==> src/rtl/first_fit_aligned_allocator_top_defines.svh <==
// ---------------------------------------------------------------------------
// first_fit_aligned_allocator_top_defines
// Assertion helper macros for the allocator.
// ---------------------------------------------------------------------------
`ifndef FIRST_FIT_ALIGNED_ALLOCATOR_TOP_DEFINES_SVH
`define FIRST_FIT_ALIGNED_ALLOCATOR_TOP_DEFINES_SVH

// Clocked assertion with synchronous active-low reset
`define FFA_ASSERT(lbl, prop, msg) \
    lbl: assert property (@(posedge i_clk) disable iff (!i_rst_n) prop) else $error(msg);

// Same, checked also during reset
`define FFA_ASSERT_ALWAYS(lbl, prop, msg) \
    lbl: assert property (@(posedge i_clk) prop) else $error(msg);

`endif

==> src/rtl/ffa_pkg.sv <==
// ---------------------------------------------------------------------------
// ffa_pkg
// Shared types and constants of the first-fit aligned allocator.
// ---------------------------------------------------------------------------
`timescale 1ns / 1ps

package ffa_pkg;

    localparam int MAX_FREE_ENTRIES = 64;
    localparam int IDX_W = $clog2(MAX_FREE_ENTRIES);
    localparam int CNT_W = $clog2(MAX_FREE_ENTRIES + 1);
    localparam logic [31:0] CHUNK_RESET = 32'd268435456;

    localparam logic FUNC_ALLOC = 1'b0;
    localparam logic FUNC_FREE  = 1'b1;

    localparam logic [1:0] ST_OK       = 2'd0;
    localparam logic [1:0] ST_NO_FIT   = 2'd1;
    localparam logic [1:0] ST_LIST_FULL = 2'd2;

    typedef struct packed {
        logic        func;
        logic [31:0] req_size;
        logic [31:0] req_align;
        logic [31:0] free_offset;
        logic [31:0] free_size;
    } t_req;

    typedef struct packed {
        logic [1:0]  status;
        logic [31:0] blk_offset;
        logic [31:0] blk_size;
        logic [31:0] allocated_bytes;
    } t_rsp;

    // controller -> datapath
    typedef struct packed {
        logic init;       // rebuild list from chunk size
        logic load;       // capture request
        logic rd;         // read entry r_idx+1 for the shift-down
        logic div_start;  // start offset % align
        logic eval;       // evaluate fit of read entry
        logic next;       // advance scan index
        logic take;       // remove hit entry, begin shift
        logic shift;      // one shift step
        logic append_rem; // append remainder if any
        logic append_free;// append freed block
        logic done_ok;    // result: alloc ok
        logic done_fail;  // result: no fit
        logic done_free;  // result: free ok / full
    } t_cmd;

    // datapath -> controller
    typedef struct packed {
        logic is_free;
        logic scan_end;   // r_idx reached count
        logic div_done;
        logic fit;
        logic shift_end;
        logic list_full;
    } t_sts;

endpackage

==> src/rtl/ffa_ctrl.sv <==
// ---------------------------------------------------------------------------
// ffa_ctrl
// Sequencer for scan, fit test, entry removal and append.
// ---------------------------------------------------------------------------
`timescale 1ns / 1ps

`include "first_fit_aligned_allocator_top_defines.svh"

module ffa_ctrl (
    input  logic          i_clk,
    input  logic          i_rst_n,
    input  logic          i_start,
    input  ffa_pkg::t_sts i_sts,
    output ffa_pkg::t_cmd o_cmd,
    output logic          o_busy,
    output logic          o_strobe
);

    localparam logic [3:0] S_IDLE  = 4'd0;
    localparam logic [3:0] S_DISP  = 4'd1;
    localparam logic [3:0] S_CHECK = 4'd2;
    localparam logic [3:0] S_RDW   = 4'd3;
    localparam logic [3:0] S_DIV   = 4'd4;
    localparam logic [3:0] S_EVAL  = 4'd5;
    localparam logic [3:0] S_DEC   = 4'd6;
    localparam logic [3:0] S_SHIFT = 4'd7;
    localparam logic [3:0] S_APP   = 4'd8;
    localparam logic [3:0] S_DONE  = 4'd9;
    localparam logic [3:0] S_TAKE  = 4'd10;
    localparam logic [3:0] S_SHRD  = 4'd11;

    logic [3:0] r_state, n_state;
    logic       r_strobe, n_strobe;

    always_comb begin
        n_state  = r_state;
        n_strobe = 1'b0;
        o_cmd    = '0;
        case (r_state)
            S_IDLE: begin
                if (i_start) begin
                    o_cmd.load = 1'b1;
                    n_state    = S_DISP;
                end
            end
            S_DISP: begin
                if (i_sts.is_free) begin
                    o_cmd.append_free = 1'b1;
                    o_cmd.done_free   = 1'b1;
                    n_strobe          = 1'b1;
                    n_state           = S_DONE;
                end else begin
                    n_state = S_CHECK;
                end
            end
            S_CHECK: begin
                if (i_sts.scan_end) begin
                    o_cmd.done_fail = 1'b1;
                    n_strobe        = 1'b1;
                    n_state         = S_DONE;
                end else begin
                    n_state = S_RDW;
                end
            end
            S_RDW: begin
                o_cmd.div_start = 1'b1;
                n_state         = S_DIV;
            end
            S_DIV: begin
                if (i_sts.div_done) begin
                    o_cmd.eval = 1'b1;
                    n_state    = S_DEC;
                end
            end
            S_DEC: begin
                if (i_sts.fit) begin
                    n_state = S_TAKE;
                end else begin
                    o_cmd.next = 1'b1;
                    n_state    = S_CHECK;
                end
            end
            S_TAKE: begin
                // count drops; reads entry idx+1
                o_cmd.take = 1'b1;
                o_cmd.rd   = 1'b1;
                n_state    = S_SHRD;
            end
            S_SHRD: begin
                o_cmd.rd = 1'b1;
                n_state  = i_sts.shift_end ? S_APP : S_SHIFT;
            end
            S_SHIFT: begin
                // write idx with entry idx+1, read next
                o_cmd.shift = 1'b1;
                o_cmd.rd    = 1'b1;
                n_state     = S_SHRD;
            end
            S_APP: begin
                o_cmd.append_rem = 1'b1;
                o_cmd.done_ok    = 1'b1;
                n_strobe         = 1'b1;
                n_state          = S_DONE;
            end
            S_DONE: begin
                n_state = S_IDLE;
            end
            default: n_state = S_IDLE;
        endcase
    end

    always_ff @(posedge i_clk) begin
        if (!i_rst_n) begin
            r_state  <= S_IDLE;
            r_strobe <= 1'b0;
        end else begin
            r_state  <= n_state;
            r_strobe <= n_strobe;
        end
    end

    assign o_busy   = r_state != S_IDLE;
    assign o_strobe = r_strobe;

    `FFA_ASSERT(a_strobe_in_done, o_strobe |-> r_state == S_DONE, "strobe outside done")
    `FFA_ASSERT(a_start_idle, (i_start && !o_busy) |=> r_state == S_DISP, "start lost")
    `FFA_ASSERT(a_done_returns, r_state == S_DONE |=> r_state == S_IDLE, "done stuck")

endmodule

==> config.mk <==
export PLATFORM = sky130hd
export DESIGN_NAME = ffa_ctrl
export DESIGN_NICKNAME = d
export VERILOG_FILES = /design/src/rtl/ffa_pkg.sv /design/src/rtl/ffa_ctrl.sv
export VERILOG_INCLUDE_DIRS = /design/src /design/src/rtl
export SDC_FILE = /design/constraint.sdc
export NUM_CORES = 1
export LEC_CHECK = 0
export BUFFER_PORTS_ARGS = -buffer_cell sky130_fd_sc_hd__buf_2
export CAP_MARGIN = 20
export CORE_AREA = 2 2 39 41
export CTS_CLUSTER_SIZE = 14
export DETAILED_ROUTE_END_ITERATION = 12
export DIE_AREA = 0 0 41 43
export PLACE_DENSITY_LB_ADDON = 0.1
export SYNTH_ARGS = -nofsm -noshare
export SYNTH_HDL_FRONTEND = slang
export SYNTH_SLANG_ARGS = --single-unit
==> constraint.sdc <==
create_clock -name i_clk -period 1.4 [get_ports i_clk]
set_input_delay 0.14 -clock i_clk [delete_from_list [all_inputs] [get_ports i_clk]]
set_output_delay 0.14 -clock i_clk [all_outputs]
set_load 0.02 [all_outputs]
==> flow_summary.toml <==
[synth]
syn_avg_cell_area_sq_um = 7.06
ys_seq_area_share_pct = 21.2
synth_cell_types = 27
syn_nets = 76
synth-seq-cells = 5
yosysWarnings = 0
syn_area_sq_um = 473
synth_cells = 67

[floorplanning]
dieArea_sq_um = 1760
core_region_area_sq_um = 1380
die_h_um = 43
num_rows = 14
fp.dieW_um = 41
io_pins = 24
start_util_pct = 34.2

[worst_setup_path]
slowest_delay_ns = 0.30
reg2reg_from = "r_state[1]"
crit_fanout = 5
start_kind = "flop"
crit_required_ns = 1.26
critPathKind = "reg2out"
critPathLaunch = "r_state[3]"
cp_data_arrival_time_ns = 1.20
crit_path_frequent_cell = "buf_4"
cp_cell_sequence = "buf_4 -> nor2b_2 -> nand2_1 -> a21boi_1 -> buf_4"
slowest_stage = "dfxtp_1"
endpoint_kind = "output port"

[clock_network]
clk_path_buf_depth = 2
root_buffer = "clkbuf_4"
numClockSinks = 5
h-tree-depth = 1
cts_tree = "done"
clk_latency_ns = 0.24
clk_pin_slew_ns = 0.05
holdBufCountCts = 0
cts_buffers = 3

[sta]
finalSetupViolCount = 0
worst_slack_ns = 0.0603
fin_setup_tns_ns = 0
period_minus_slack_ns = 1.34
finClkSkew_ns = 0.00483
fmax_mhz = 746
rsz0062_at_grt = "true"
finalHoldViolCount = 0
slew_violations = 0
fin_crit_sh_pct = 95.7

[routing]
drt_iter0_markers = 6
highest_layer = "met4"
drcViolationCount = 0
routedWlPerCell_um = 11.2
drt_first_pass_iters = 2
wl_met3_um = 84
via_per_inst = 4.93
wl_met2_um = 572
final_antenna_net_count = 0
via_count = 518
drt-met1-wl_um = 497
wl_um = 1170

[placed_design]
numPortBuffers = 21
dp_slack_ns = 0.155
hpwl_um = 898
routabilityCongestion = 0.720

[cells_and_area]
syn_to_final_growth_pct = 40.7
drive_above_1_share_pct = 47.2
finalNetCount = 99
diodes = 0

[power_and_ir_drop]
power.density_nw_per_um2 = 1060
p_leak_nw = 0.314
ir_drop_v = 0.000509

[min_path]
min_from = "i_rst_n"
hp-class = "in2reg"

[global_routing]
grt_overflow = 0
groute.usage.overall_pct = 15.9
antenna_found_initial = 0
grt_pass1_vias = 462
grt_pass1_wl_um = 1860
grt_start_max_net_pins = 12

[run]
cap_violations = 0

[run_status]
outcome = "finished clean"
==> power breakdown <==
group / total (mW) / internal, mW / switching, mW
Combinational: 0.355 / 0.156 / 0.199
Sequential: 0.181 / 0.164 / 0.0173
Clock: 0.169 / 0.108 / 0.0609
==> cell families after synthesis <==
kind of cell / synth area share (%)
compound gates: 20.9
flops: 21.2
other cells: 0.793
simple gates: 45.0
buf+inv: 10.1
mux: 2.12
==> Yosys cell counts, drive strengths merged <==
cell	n	area, sq um
nor3	4	20.0
a21oi	3	15.0
nand2b	4	25.0
nor2	7	26.3
and2b	1	10.0
a21boi	1	7.51
nor4bb	1	16.3
mux2i	1	10.0
o21ai	5	25.0
nor2b	5	31.3
nand2	6	22.5
a221oi	1	15.0
a31oi	1	6.26
conb	1	3.75
o22ai	1	6.26
nand3b	1	7.51
or2	1	6.26
nor3b	1	7.51
a31o	1	8.76
dfxtp	5	100
and3	4	25.0
o21a	2	15.0
and4	1	8.76
and2	1	6.26
buf	8	47.5
==> cell type report <==
class / count / area (sq um)
fillers: 146 / 718
repair buffers: 26 / 153
well taps: 16 / 20.0
clock buffers: 4 / 26.3
flip-flops and latches: 5 / 106
multi-input cells: 54 / 360
==> placed cells by master, fill, tap and decap left out, types with 2 or more instances in the layout <==
cell type and count:
a21oi_1 3, o21ai_1 2, o21ai_0 3, nor2b_1 4, dfxtp_2 2, buf_6 2, nand2_1 6, nand2b_1 3
o21a_1 2, nor2_1 5, dfxtp_1 2, clkbuf_4 3, buf_2 20, nor3_2 3, and3_1 4, buf_4 4
==> metal layers <==
layer	GRT usage [%]	up-vias
met4	8.00	0
met1	17.2	227
met5	0	-
met3	6.81	2
met2	25.0	19
li1	-	270
==> metrics by stage <==
stage          instance area (sq um)  util, %  cells  power, mW  hold WS [ns]
6_report                         666     48.1    105      0.705         0.149
5_1_grt                          666     48.1    105      0.767         0.147
4_1_cts                          629     45.5    105      0.697         0.145
3_5_place_dp                     593     42.9    101      0.514         0.405
3_3_place_gp                     593     42.9    101      0.513         0.395
2_1_floorplan                    478        -     67      0.423         0.258
==> critical path, delay by kind of cell, from the launching register on <==
kind                   cells  cell delay, ns
AO/OA/AOI/OAI              1            0.14
buffers and inverters      2            0.31
flip-flops                 1            0.30
AND/OR/NAND/NOR            2            0.21
==> path summary, 6_finish.rpt <==
| kind | to | slack [ns] | depth (start not counted) |
|---|---|---|---|
| worst max register to register | r_state[3] | 0.19 | 4 |
| worst min-delay path | r_state[2] | 0.15 | 2 |
| worst max-delay path | o_cmd[10] | 0.06 | 5 |
| worst min register to register | r_state[3] | 0.67 | 2 |
==> registers in the layout, indices dropped and copies added, names as in the netlist <==
name and cells:
r_state 4, o_strobe 1
==> repair_timing <==
action / in CTS / in global routing
endpoints found under the setup margin: 5 / 9
pin swaps: 0 / 1
gates resized for setup: 4 / 11
setup buffers: 0 / 0
Power figures use the tool's default switching activity.
